**src/rtl/core/exposure_search_controller_defines.svh**
```systemverilog
// Assertion macros shared by the exposure search controller RTL.
// Each macro expects signals named clk and rst_n in the module that uses it.
`ifndef EXPOSURE_SEARCH_CONTROLLER_DEFINES_SVH
`define EXPOSURE_SEARCH_CONTROLLER_DEFINES_SVH

`ifndef SYNTHESIS
// Consequent checked in the same cycle as the antecedent.
`define ESC_ASSERT_SAME(label, ante, cons, msg) \
  label: assert property (@(posedge clk) disable iff (!rst_n) (ante) |-> (cons)) \
    else $error(msg);
// Consequent checked in the cycle after the antecedent.
`define ESC_ASSERT_NEXT(label, ante, cons, msg) \
  label: assert property (@(posedge clk) disable iff (!rst_n) (ante) |=> (cons)) \
    else $error(msg);
`else
`define ESC_ASSERT_SAME(label, ante, cons, msg)
`define ESC_ASSERT_NEXT(label, ante, cons, msg)
`endif

`endif

```
**src/rtl/core/esc_pkg.sv**
```systemverilog
`timescale 1ns / 1ps
// ----------------------------------------------------------------------------
// Exposure search controller package
// Widths, register indexes, reset values and shared types.
// ----------------------------------------------------------------------------
package esc_pkg;

  localparam int FRACTION_BITS_DEF = 8;

  localparam int GRAY_W      = 16;
  localparam int GAIN_W      = 12;
  localparam int EXPO_W      = 16;
  localparam int CFG_DATA_W  = 16;
  localparam int CFG_INDEX_W = 3;
  localparam int DIFF_W      = GRAY_W + 1;
  // Error plus one unit stays below 2^17 for up to 12 fraction bits.
  localparam int BEST_W      = 17;
  localparam int STEP_W      = DIFF_W + GAIN_W + 1;

  localparam logic [GRAY_W-1:0] TARGET_GRAY_RST      = 16'd46502;
  localparam logic [GRAY_W-1:0] SETTLE_THRESHOLD_RST = 16'd768;
  localparam logic [GAIN_W-1:0] STEP_GAIN_RST        = 12'd230;
  localparam logic [EXPO_W-1:0] INITIAL_EXPOSURE_RST = 16'd30963;
  localparam logic [EXPO_W-1:0] EXPOSURE_LIMIT_RST   = 16'd60000;

  typedef enum logic [CFG_INDEX_W-1:0] {
    REG_TARGET_GRAY      = 3'd0,
    REG_SETTLE_THRESHOLD = 3'd1,
    REG_STEP_GAIN        = 3'd2,
    REG_INITIAL_EXPOSURE = 3'd3,
    REG_EXPOSURE_LIMIT   = 3'd4
  } cfg_reg_t;

  typedef enum logic [1:0] {
    ST_IDLE,
    ST_EVAL,
    ST_SEARCH,
    ST_OUT
  } esc_state_t;

  typedef struct packed {
    logic load;
    logic eval;
    logic halve;
    logic commit;
    logic emit;
  } esc_cmd_t;

  typedef struct packed {
    logic settled;
    logic need_halve;
  } esc_status_t;

endpackage

```
**src/rtl/core/esc_stream_if.sv**
```systemverilog
`timescale 1ns / 1ps
// ----------------------------------------------------------------------------
// Exposure search controller stream interfaces
// Valid/ready channels for measurement words and exposure result words.
// ----------------------------------------------------------------------------
interface esc_in_if
  import esc_pkg::*;
();
  logic              valid;
  logic              ready;
  logic [GRAY_W-1:0] measured_gray;
  logic              run_start;

  modport source (output valid, output measured_gray, output run_start, input ready);
  modport sink   (input valid, input measured_gray, input run_start, output ready);
endinterface

interface esc_out_if
  import esc_pkg::*;
();
  logic              valid;
  logic              ready;
  logic [EXPO_W-1:0] exposure_us;
  logic              settled;

  modport source (output valid, output exposure_us, output settled, input ready);
  modport sink   (input valid, input exposure_us, input settled, output ready);
endinterface

```
**src/rtl/core/exposure_search_controller.sv**
```systemverilog
`timescale 1ns / 1ps
// ----------------------------------------------------------------------------
// Exposure search controller
// Steps an exposure search from measured frame brightness, one word at a time.
// ----------------------------------------------------------------------------
// An accepted word is loaded, evaluated and then committed after any extra step
// halvings, one per cycle in the datapath, before its result is emitted.
// Words are taken one at a time; emit waits while a prior result is not taken.
// Reset (synchronous, rst_n low) restores register defaults and clears the
// run, so the first word afterwards restarts from the initial exposure.
// ----------------------------------------------------------------------------
module exposure_search_controller
  import esc_pkg::*;
#(
  parameter int FRACTION_BITS = FRACTION_BITS_DEF
) (
  input  logic                   clk,
  input  logic                   rst_n,
  esc_in_if.sink                 in_stream,
  esc_out_if.source              out_stream,
  input  logic                   cfg_we,
  input  logic [CFG_INDEX_W-1:0] cfg_index,
  input  logic [CFG_DATA_W-1:0]  cfg_data
);

  esc_cmd_t    cmd;
  esc_status_t status;

  esc_ctrl u_ctrl (
    .clk       (clk),
    .rst_n     (rst_n),
    .in_valid  (in_stream.valid),
    .in_ready  (in_stream.ready),
    .out_valid (out_stream.valid),
    .out_ready (out_stream.ready),
    .status    (status),
    .cmd       (cmd)
  );

  esc_datapath #(
    .FRACTION_BITS (FRACTION_BITS)
  ) u_datapath (
    .clk             (clk),
    .rst_n           (rst_n),
    .cmd             (cmd),
    .status          (status),
    .in_gray         (in_stream.measured_gray),
    .in_run_start    (in_stream.run_start),
    .cfg_we          (cfg_we),
    .cfg_index       (cfg_index),
    .cfg_data        (cfg_data),
    .out_exposure_us (out_stream.exposure_us),
    .out_settled     (out_stream.settled)
  );

endmodule

```
**src/rtl/core/esc_datapath.sv**
```systemverilog
`timescale 1ns / 1ps
// ----------------------------------------------------------------------------
// Exposure search datapath
// Configuration registers, search state, step multiplier and halving unit.
// ----------------------------------------------------------------------------
`include "exposure_search_controller_defines.svh"

module esc_datapath
  import esc_pkg::*;
#(
  parameter int FRACTION_BITS = FRACTION_BITS_DEF
) (
  input  logic                   clk,
  input  logic                   rst_n,
  input  esc_cmd_t               cmd,
  output esc_status_t            status,
  input  logic [GRAY_W-1:0]      in_gray,
  input  logic                   in_run_start,
  input  logic                   cfg_we,
  input  logic [CFG_INDEX_W-1:0] cfg_index,
  input  logic [CFG_DATA_W-1:0]  cfg_data,
  output logic [EXPO_W-1:0]      out_exposure_us,
  output logic                   out_settled
);

  localparam int EXP_W = EXPO_W + FRACTION_BITS;
  localparam int SUM_W = ((EXP_W + 1 > STEP_W) ? EXP_W + 1 : STEP_W) + 1;

  // Configuration registers
  logic [GRAY_W-1:0] target_r;
  logic [GRAY_W-1:0] thr_r;
  logic [GAIN_W-1:0] gain_r;
  logic [EXPO_W-1:0] init_r;
  logic [EXPO_W-1:0] limit_r;

  // Search state
  logic signed [DIFF_W-1:0] diff_r;
  logic                     restart_r;
  logic                     run_active_r;
  logic [EXP_W-1:0]         base_r;
  logic [EXP_W-1:0]         cur_r;
  logic [BEST_W-1:0]        best_r;
  logic signed [STEP_W-1:0] step_r;
  logic                     settled_r;
  logic [EXPO_W-1:0]        out_exp_r;
  logic                     out_set_r;

  logic [EXP_W-1:0]         init_fx;
  logic [EXP_W-1:0]         upper_fx;
  logic signed [DIFF_W-1:0] diff_neg;
  logic [GRAY_W-1:0]        err;
  logic                     start;
  logic [EXP_W-1:0]         base_eff;
  logic [EXP_W-1:0]         cur_eff;
  logic [BEST_W-1:0]        best_eff;
  logic signed [STEP_W-1:0] step_eff;
  logic                     settle_now;
  logic                     improved;
  logic signed [STEP_W-1:0] prod;
  logic signed [SUM_W-1:0]  sum;
  logic signed [SUM_W-1:0]  upper_s;

  function automatic logic signed [STEP_W-1:0] halve_step(input logic signed [STEP_W-1:0] v);
    logic signed [STEP_W-1:0] t;
    // Adding the sign bit first makes the arithmetic shift round toward zero.
    t = v + $signed({{(STEP_W-1){1'b0}}, v[STEP_W-1]});
    return t >>> 1;
  endfunction

  assign init_fx  = EXP_W'(init_r) << FRACTION_BITS;
  assign upper_fx = EXP_W'(limit_r) << FRACTION_BITS;
  assign diff_neg = -diff_r;
  assign err      = diff_r[DIFF_W-1] ? diff_neg[GRAY_W-1:0] : diff_r[GRAY_W-1:0];
  assign start    = restart_r || !run_active_r;

  assign base_eff = start ? init_fx : base_r;
  assign cur_eff  = start ? init_fx : cur_r;
  assign best_eff = start ? BEST_W'(err) + (BEST_W'(1) << FRACTION_BITS) : best_r;
  assign step_eff = start ? (STEP_W'(1) << FRACTION_BITS) : step_r;

  assign settle_now = (err <= thr_r);
  assign improved   = (BEST_W'(err) < best_eff);
  assign prod       = STEP_W'(diff_r) * STEP_W'($signed({1'b0, gain_r}));

  assign sum     = $signed({{(SUM_W-EXP_W){1'b0}}, base_r}) + SUM_W'(step_r);
  assign upper_s = $signed({{(SUM_W-EXP_W){1'b0}}, upper_fx});

  assign status.settled    = settled_r;
  assign status.need_halve = (step_r != '0) &&
                             (sum[SUM_W-1] || (sum == '0) || (sum >= upper_s));

  assign out_exposure_us = out_exp_r;
  assign out_settled     = out_set_r;

  always_ff @(posedge clk) begin
    if (!rst_n) begin
      target_r <= TARGET_GRAY_RST;
      thr_r    <= SETTLE_THRESHOLD_RST;
      gain_r   <= STEP_GAIN_RST;
      init_r   <= INITIAL_EXPOSURE_RST;
      limit_r  <= EXPOSURE_LIMIT_RST;
    end else if (cfg_we) begin
      case (cfg_reg_t'(cfg_index))
        REG_TARGET_GRAY:      target_r <= cfg_data[GRAY_W-1:0];
        REG_SETTLE_THRESHOLD: thr_r    <= cfg_data[GRAY_W-1:0];
        REG_STEP_GAIN:        gain_r   <= cfg_data[GAIN_W-1:0];
        REG_INITIAL_EXPOSURE: init_r   <= cfg_data[EXPO_W-1:0];
        REG_EXPOSURE_LIMIT:   limit_r  <= cfg_data[EXPO_W-1:0];
        default: ;
      endcase
    end
  end

  always_ff @(posedge clk) begin
    if (!rst_n) begin
      run_active_r <= 1'b0;
    end else if (cmd.eval && start) begin
      run_active_r <= 1'b1;
    end
  end

  always_ff @(posedge clk) begin
    if (cmd.load) begin
      diff_r    <= $signed({1'b0, target_r}) - $signed({1'b0, in_gray});
      restart_r <= in_run_start;
    end
    if (cmd.eval) begin
      settled_r <= settle_now;
      cur_r     <= cur_eff;
      if (!settle_now && improved) begin
        base_r <= cur_eff;
        best_r <= BEST_W'(err);
        step_r <= prod;
      end else if (!settle_now) begin
        base_r <= base_eff;
        best_r <= best_eff;
        step_r <= halve_step(step_eff);
      end else begin
        base_r <= base_eff;
        best_r <= best_eff;
        step_r <= step_eff;
      end
    end
    if (cmd.halve) begin
      step_r <= halve_step(step_r);
    end
    if (cmd.commit && !settled_r) begin
      cur_r <= sum[EXP_W-1:0];
    end
    if (cmd.emit) begin
      out_exp_r <= cur_r[FRACTION_BITS +: EXPO_W];
      out_set_r <= settled_r;
    end
  end

  `ESC_ASSERT_NEXT(a_restart_base, cmd.eval && start, base_r == $past(init_fx), "base not at initial exposure after run start")
  `ESC_ASSERT_NEXT(a_halve_keeps_base, cmd.halve, (base_r == $past(base_r)) && (cur_r == $past(cur_r)), "halving changed base or current exposure")
  `ESC_ASSERT_NEXT(a_best_no_worse, cmd.eval && !settle_now, best_r <= $past(best_eff), "best error grew during evaluation")

endmodule

```
**src/rtl/core/esc_ctrl.sv**
```systemverilog
`timescale 1ns / 1ps
// ----------------------------------------------------------------------------
// Exposure search controller sequencer
// Steps one measurement word through evaluation, step halving and output.
// ----------------------------------------------------------------------------
`include "exposure_search_controller_defines.svh"

module esc_ctrl
  import esc_pkg::*;
(
  input  logic        clk,
  input  logic        rst_n,
  input  logic        in_valid,
  output logic        in_ready,
  output logic        out_valid,
  input  logic        out_ready,
  input  esc_status_t status,
  output esc_cmd_t    cmd
);

  esc_state_t state_r;
  esc_state_t state_nxt;
  logic       out_valid_r;
  logic       out_valid_nxt;

  assign in_ready  = (state_r == ST_IDLE);
  assign out_valid = out_valid_r;

  always_ff @(posedge clk) begin
    if (!rst_n) begin
      state_r     <= ST_IDLE;
      out_valid_r <= 1'b0;
    end else begin
      state_r     <= state_nxt;
      out_valid_r <= out_valid_nxt;
    end
  end

  always_comb begin
    state_nxt     = state_r;
    cmd           = '0;
    out_valid_nxt = out_valid_r && !out_ready;
    case (state_r)
      ST_IDLE: begin
        if (in_valid) begin
          cmd.load  = 1'b1;
          state_nxt = ST_EVAL;
        end
      end
      ST_EVAL: begin
        cmd.eval  = 1'b1;
        state_nxt = ST_SEARCH;
      end
      ST_SEARCH: begin
        // One halving per cycle until base plus step lands inside the range or the step is zero; none once settled.
        if (status.need_halve && !status.settled) begin
          cmd.halve = 1'b1;
        end else begin
          cmd.commit = 1'b1;
          state_nxt  = ST_OUT;
        end
      end
      ST_OUT: begin
        if (!out_valid_r || out_ready) begin
          cmd.emit      = 1'b1;
          out_valid_nxt = 1'b1;
          state_nxt     = ST_IDLE;
        end
      end
      default: begin
        state_nxt = ST_IDLE;
      end
    endcase
  end

  `ESC_ASSERT_NEXT(a_accept_to_eval, in_valid && in_ready, state_r == ST_EVAL, "accepted word did not start evaluation")
  `ESC_ASSERT_NEXT(a_emit_shows_word, cmd.emit, out_valid_r && (state_r == ST_IDLE), "emitted result not presented")
  `ESC_ASSERT_NEXT(a_search_ends, (state_r == ST_SEARCH) && !(status.need_halve && !status.settled), state_r == ST_OUT, "search did not finish when in range")

endmodule
```
**src/flat_wrapper.sv**
```systemverilog
// flat-port wrapper written by rule: the top's interface ports become plain ports
module exposure_search_controller_flat import esc_pkg::*;
#(
  parameter int FRACTION_BITS = FRACTION_BITS_DEF
)
  (clk, rst_n, cfg_we, cfg_index, cfg_data, in_stream_valid, in_stream_measured_gray, in_stream_run_start, in_stream_ready, out_stream_valid, out_stream_exposure_us, out_stream_settled, out_stream_ready);
  esc_in_if in_stream_i ();
  esc_out_if out_stream_i ();
  input  logic clk;
  input  logic rst_n;
  input  logic cfg_we;
  input  logic [CFG_INDEX_W-1:0] cfg_index;
  input  logic [CFG_DATA_W-1:0] cfg_data;
  input wire logic [$bits(in_stream_i.valid)-1:0] in_stream_valid;
  input wire logic [$bits(in_stream_i.measured_gray)-1:0] in_stream_measured_gray;
  input wire logic [$bits(in_stream_i.run_start)-1:0] in_stream_run_start;
  output wire logic [$bits(in_stream_i.ready)-1:0] in_stream_ready;
  output wire logic [$bits(out_stream_i.valid)-1:0] out_stream_valid;
  output wire logic [$bits(out_stream_i.exposure_us)-1:0] out_stream_exposure_us;
  output wire logic [$bits(out_stream_i.settled)-1:0] out_stream_settled;
  input wire logic [$bits(out_stream_i.ready)-1:0] out_stream_ready;
  assign in_stream_i.valid = in_stream_valid;
  assign in_stream_i.measured_gray = in_stream_measured_gray;
  assign in_stream_i.run_start = in_stream_run_start;
  assign in_stream_ready = in_stream_i.ready;
  assign out_stream_valid = out_stream_i.valid;
  assign out_stream_exposure_us = out_stream_i.exposure_us;
  assign out_stream_settled = out_stream_i.settled;
  assign out_stream_i.ready = out_stream_ready;
  exposure_search_controller #(.FRACTION_BITS(FRACTION_BITS)) u_core (.clk(clk), .rst_n(rst_n), .in_stream(in_stream_i), .out_stream(out_stream_i), .cfg_we(cfg_we), .cfg_index(cfg_index), .cfg_data(cfg_data));
endmodule
```
**config.mk**
```make
export PLATFORM = sky130hd
export DESIGN_NAME = exposure_search_controller_flat
export DESIGN_NICKNAME = d
export VERILOG_FILES = /design/src/rtl/core/esc_pkg.sv /design/src/rtl/core/esc_stream_if.sv /design/src/rtl/core/exposure_search_controller.sv /design/src/rtl/core/esc_datapath.sv /design/src/rtl/core/esc_ctrl.sv /design/src/flat_wrapper.sv
export VERILOG_INCLUDE_DIRS = /design/src /design/src/rtl/core
export SDC_FILE = /design/constraint.sdc
export NUM_CORES = 1
export LEC_CHECK = 0
export ABC_AREA = 1
export BUFFER_PORTS_ARGS = -buffer_cell sky130_fd_sc_hd__buf_2
export CORE_MARGIN = 3
export CORE_UTILIZATION = 30
export CTS_CLUSTER_DIAMETER = 100
export CTS_CLUSTER_SIZE = 28
export DETAILED_ROUTE_END_ITERATION = 12
export SKIP_CTS_REPAIR_TIMING = 1
export SYNTH_ARGS = -nofsm -noshare
export SYNTH_HDL_FRONTEND = slang
export SYNTH_SLANG_ARGS = --single-unit
```
**constraint.sdc**
```tcl
create_clock -name clk -period 6.4 [get_ports clk]
set_input_delay 0.64 -clock clk [delete_from_list [all_inputs] [get_ports clk]]
set_output_delay 0.64 -clock clk [all_outputs]
set_load 0.02 [all_outputs]
```
# Yosys cells after proc, flatten, opt, wreduce, memory -nomap -nowiden
# Cells that the tools add are included.
dict set report op_classes {
  n_addsub 6
  reduce_logical 29
  n_mux 27
  order_cmp 3
  n_mul 1
  n_eq_ne 10
}
# operator n
set op_table {}
lappend op_table {{$mux 30} 5}
lappend op_table {{$mux 24} 5}
lappend op_table {{$add 30x2->30} 2}
lappend op_table {{$mux 16} 2}
lappend op_table {{$add 25x30->31} 1}
lappend op_table {{$ge 31x25->1} 1}
lappend op_table {{$logic_not 31->1} 1}
lappend op_table {{$mul 17x13->30} 1}
lappend op_table {{$reduce_bool 30->1} 1}
lappend op_table {{$add 16x9->17 const B} 1}
lappend op_table {{$lt 16x17->1} 1}
lappend op_table {{$mux 17} 1}
lappend op_table {{$sub 16x16->17} 1}
lappend op_table {{$le 16x16->1} 1}
lappend op_table {{$neg 16->16} 1}
lappend op_table {{$reduce_and 2->1} 6}
lappend op_table {{$mux 1} 9}
lappend op_table {{$mux 2} 4}
lappend op_table {{$pmux 2 s4} 1}
lappend op_table {{$eq 3x2->1 const B} 2}
lappend op_table {{$logic_and 1x1->1} 6}
lappend op_table {{$ne 2x2->1 const B} 3}
lappend op_table {{$reduce_bool 2->1} 3}
lappend op_table {{$logic_not 1->1} 5}
lappend op_table {{other kinds (8)} 12}
dict set report totals {
  register_bits 211
  wordCells 94
}

# Depth between registers and ports, before layout
dict set report logic_depth {
  depth_word 10
  depth_mapped 29
  ltp_nobuf 28
}

# Cells and area by module
# From an unflattened synthesis, not the netlist that was laid out.
dict set report unflattened {
  cells_unflattened 3121
  hier_area_um2 22706.8
}
# module cells_per_inst area_per_inst_um2 seq_area_each_um2 instances
set by_module_without_submodules {}
lappend by_module_without_submodules {esc_datapath 3087 22454.0 5475.3 1}
lappend by_module_without_submodules {esc_ctrl 34 252.7 60.1 1}

# Least setup slack after synthesis
# No wires, ideal clock.
dict set report synth_timing {
  kind {reg2reg}
  from {register u_core.u_datapath.diff_r[16]}
  to {register u_core.u_datapath.step_r[28] (data pin)}
  t_required_ps 6147
  t_arrival_ps 5600
  path_stages_with_launch 25
  setup_ps 253
  synth_period_minus_slack_ps 5852
  slack_ps 548
  path_buffers 2
  cell_sequence {edfxtp_1 -> clkbuf_1 -> buf_1 -> nand2_1 -> inv_1 -> fa_1 -> inv_1 -> fa_1 -> inv_1 -> fa_1 -> fa_1 -> inv_1 -> fa_1 -> inv_1 -> ha_1 -> nand2_1 -> nor4_1 -> nand4_1 -> nand3_1 -> a31oi_1 -> xor2_1 -> nand3_1 -> nand2_1 -> nand2_1 -> nand2_1}
}
dict set report synth_between {
  elab_chain_cells 8
  word_cells_on_any_way 12
  classes_between {add/sub: 1; mul: 1; order compare: 2; mux: 6; reduce/logical: 2}
}
# element line_no
set synth_lines {}
lappend synth_lines {{from (decl)} esc_datapath.sv:37} ;# logic signed [DIFF_W-1:0] diff_r;
lappend synth_lines {{from (signal assigned)} esc_datapath.sv:124} ;# diff_r <= $signed({1'b0, target_r}) - $signed({1'b0, in_gray});
lappend synth_lines {{$mux 16} esc_datapath.sv:73} ;# assign err = diff_r[DIFF_W-1] ? diff_neg[GRAY_W-1:0] : diff_r[GRAY_W-1:0];
lappend synth_lines {{$add 16x9->17} esc_datapath.sv:78} ;# assign best_eff = start ? BEST_W'(err) + (BEST_W'(1) << FRACTION_BITS) : best_r;
lappend synth_lines {{$mux 17} esc_datapath.sv:78}
lappend synth_lines {{$lt 16x17->1} esc_datapath.sv:82} ;# assign improved = (BEST_W'(err) < best_eff);
lappend synth_lines {{$logic_and 1x1->1} esc_datapath.sv:130} ;# if (!settle_now && improved) begin
lappend synth_lines {{$mux 30 (*)} esc_datapath.sv:130}
lappend synth_lines {{$mux 30 (*)} esc_datapath.sv:127} ;# if (cmd.eval) begin
lappend synth_lines {{$mux 30 (*)} esc_datapath.sv:144} ;# if (cmd.halve) begin
lappend synth_lines {{to (signal assigned)} esc_datapath.sv:133} ;# step_r <= prod;
lappend synth_lines {{to (signal assigned)} esc_datapath.sv:137} ;# step_r <= halve_step(step_eff);
lappend synth_lines {{to (signal assigned)} esc_datapath.sv:145} ;# step_r <= halve_step(step_r);
lappend synth_lines {{to (decl)} esc_datapath.sv:43} ;# logic signed [STEP_W-1:0] step_r;
# Every way passes the cells marked *; elsewhere a longest branch is shown, timed or not. The select of a mux whose other input is x is not followed.
# A chain may end at the register's enable or synchronous reset.

# Worst setup path after layout
dict set report layout_timing {
  from {register u_core.u_datapath.gain_r[6]}
  to {register u_core.u_datapath.step_r[28] (data pin)}
}
dict set report layout_between {
  elab_chain_cells 4
}
# element line_no
set layout_lines {}
lappend layout_lines {{from (decl)} esc_datapath.sv:32} ;# logic [GAIN_W-1:0] gain_r;
lappend layout_lines {{from (signal assigned)} esc_datapath.sv:106} ;# REG_STEP_GAIN: gain_r <= cfg_data[GAIN_W-1:0];
lappend layout_lines {{$mul 17x13->30} esc_datapath.sv:83} ;# assign prod = STEP_W'(diff_r) * STEP_W'($signed({1'b0, gain_r}));
lappend layout_lines {{$mux 30} esc_datapath.sv:130}
lappend layout_lines {{$mux 30} esc_datapath.sv:127}
lappend layout_lines {{$mux 30} esc_datapath.sv:144}
# No other way between the ends. The select of a mux whose other input is x is not followed.

==> results.ini <==
[final_layout]
seqCellArea_sq_mm=0.005535
multi_input_area_sq_mm=0.01424
syn_to_final_growth_pct=8.523
drive_gt1_frac=0.06121
final_util=0.3300
nNetsFinal=3540
fillers=7951
insertedDiodeCount=0

[yosys]
synth_common_cells=nand2_1 (874), inv_1 (645), nor2_1 (211)
ys_seq_area_frac=0.2437
synth_top_area_frac=0.1732
synth_edf_count=131
postSynthCellCount=3128
ys_ff_latch=211
yosysWarnings=0
synth_most_common_cell=nand2_1
synth_area_leader_cell=edfxtp_1
async_flop_share=0
netlist_top_cells_area=edfxtp_1 (17%), fa_1 (17%), nand2_1 (14%)
syn-num-nets=3523
synth.avg_cell_area_sq_um=7.261
synth_ff_type=edfxtp_1
ys_types=55
syn_area_sq_mm=0.02271

[global_route]
gr-usage-all-layers=0.1608
grt_start_max_net_pins=70
grt-ovfl-total=0
grt_pass1_wl_microns=101700
antenna_found_initial=0
first_global_vias=18380

[clock_network]
cts_tree=done
cts.htree.levels=1
clk_latency_ps=530
root_buffer=clkbuf_16
cts.sinks=211
clk_pin_slew_ps=110
numCtsBuffers=15
clock_path_buffers=3

[critical_path]
r2r_cells=23
path_max_fanout=13
crit_chain=buf_4 -> nand2_1 -> inv_1 -> fa_1 -> fa_1 -> inv_1 -> fa_1 -> inv_1 -> fa_1 -> inv_1 -> fa_1 -> inv_1 -> ha_1 -> nand2_1 -> nor4_1 -> nand4_1 -> nand3_1 -> a31oi_1 -> xor2_1 -> nand3_1 -> nand2_1 -> nand2_1 -> nand2_1
max_stage_delay_ps=760
crit_arrival_ps=6220
cp.required_ps=6680
path_class=flop to flop
startpoint_type=flop
crit_slowest_cell=dfxtp_1
end_kind=flop

[detailed_routing]
drt_iter0_markers=1500
firstDrtPassIters=5
wl_met1_microns=29860
detail_route.vias_per_cell=4.680
ant_nets=0
routed_wl_microns=63990
top_layer=met4
drc=0
route.met2.wl_microns=30260
vias=19290
wl_met3_microns=2931
post_drt_wl_per_cell_microns=15.52

[die]
die_w_microns=281.1
start_util=0.3041
io_pins=60
num_rows=100
core_sq_mm=0.07470
die-area_sq_mm=0.07904
die_y_microns=281.1

[sta]
clock.fmax_mhz=168.3
slew_headroom=0.2357
tns_ps=0
tightest_slew_ps=1146
finalClockSkew_ps=36.50
maxSlewViolCount=0
finalSetupViolations=0
hold_viol=0
rsz0062_at_grt=no
fin_crit_sh=0.9281
period_needed_ps=5940

[job]
maxCapViolCount=0

[min_path]
hp-class=input port to flop
worstHoldPathCells=1

[outcome]
status=finished clean

[placed_design]
portBuffers=59
post-dp-hpwl_microns=50730
gp_congestion=0.9304

## state kept, by name (all words and copies together) (netlist names)
signal                             count
u_core.u_datapath.gain_r              12
u_core.u_datapath.diff_r              17
u_core.u_datapath.base_r              24
u_core.u_datapath.thr_r               16
u_core.u_ctrl.out_valid                1
u_core.u_datapath.settled_r            1
u_core.u_datapath.limit_r             16
u_core.u_datapath.target_r            16
u_core.u_datapath.step_r              30
u_core.u_datapath.init_r              16
u_core.u_datapath.out_exposure_us     16
u_core.u_datapath.out_settled          1
u_core.u_datapath.cur_r               24
u_core.u_datapath.restart_r            1
u_core.u_datapath.run_active_r         1
u_core.u_datapath.best_r              17
u_core.u_ctrl.state_r                  2
## kinds of logic after synthesis
family	count (synthesis)	share of synthesized area
muxes	8	0.003526
xor gates and xnor gates	83	0.03234
buffers and inverters	764	0.1295
DFF	211	0.2437
AOI/OAI and AO/OA	376	0.09068
adders and majority gates	354	0.2578
and+or+nand+nor	1332	0.2425
## routing by layer
| metal | track usage | vias to the layer above |
|---|---|---|
| li1 | - | 9704 |
| met1 | 0.2284 | 9101 |
| met2 | 0.2701 | 432 |
| met3 | 0.01528 | 56 |
| met4 | 0.02438 | 0 |
| met5 | 0 | - |
## layout by cell type, fill, tap and decap left out, drive strengths merged, types with 5 or more instances in the layout
master,Yosys,final
o21bai,6,6
nand2,889,889
dfxtp,80,80
fa,190,190
edfxtp,131,131
ha,164,164
nor4,15,15
nor2,224,224
nand3b,11,11
buf,33,108
mux2i,8,8
nor3,20,20
xor2,66,66
xnor2,17,17
a21o,5,5
clkbuf,75,18
o21a,7,7
inv,656,661
a31oi,6,6
a21oi,135,135
nand4,32,32
nand3,138,138
o21ai,188,188
o211ai,16,16
## worst paths after layout
kind,from,end,slack [ps]
min,in_stream_run_start,u_core.u_datapath.restart_r,290
max,u_core.u_datapath.gain_r[6],u_core.u_datapath.step_r[28],460
min reg2reg,u_core.u_datapath.cur_r[19],u_core.u_datapath.out_exposure_us[11],470
max reg2reg,u_core.u_datapath.gain_r[6],u_core.u_datapath.step_r[28],460
## critical path, delay by kind of cell (launching register included)
kind	cells	cell delay, ps
buffers and inverters	6	530
XOR/XNOR	1	160
flip-flops	1	760
AO/OA/AOI/OAI	1	110
adder cells (fa/ha/maj)	6	3010
AND/OR/NAND/NOR	9	1130
## final cells by class
cell class              instances  area share
clock buffers                  18     0.01569
clock inverters                 7    0.005889
inverters                     656      0.1000
multi-input cells            2153      0.5777
flip-flops and latches        211      0.2246
well taps                     969     0.04919
repair buffers                108     0.02690
## through the flow
step / instance area, sq um / cells / setup WS [ps] / hold slack, ps
6_report: 24650 / 4122 / 460.0 / 292.2
5_1_grt: 24650 / 4122 / 98.10 / 272.5
4_1_cts: 24650 / 4122 / 476.9 / 268.0
3_5_place_dp: 24120 / 4097 / 513.5 / 436.4
3_3_place_gp: 24120 / 4097 / 547.3 / 434.2
2_1_floorplan: 22710 / 3128 / 547.9 / 426.8
Power is not shown: default switching activity piles up to over one toggle a cycle in this logic, so the estimate is an artifact.
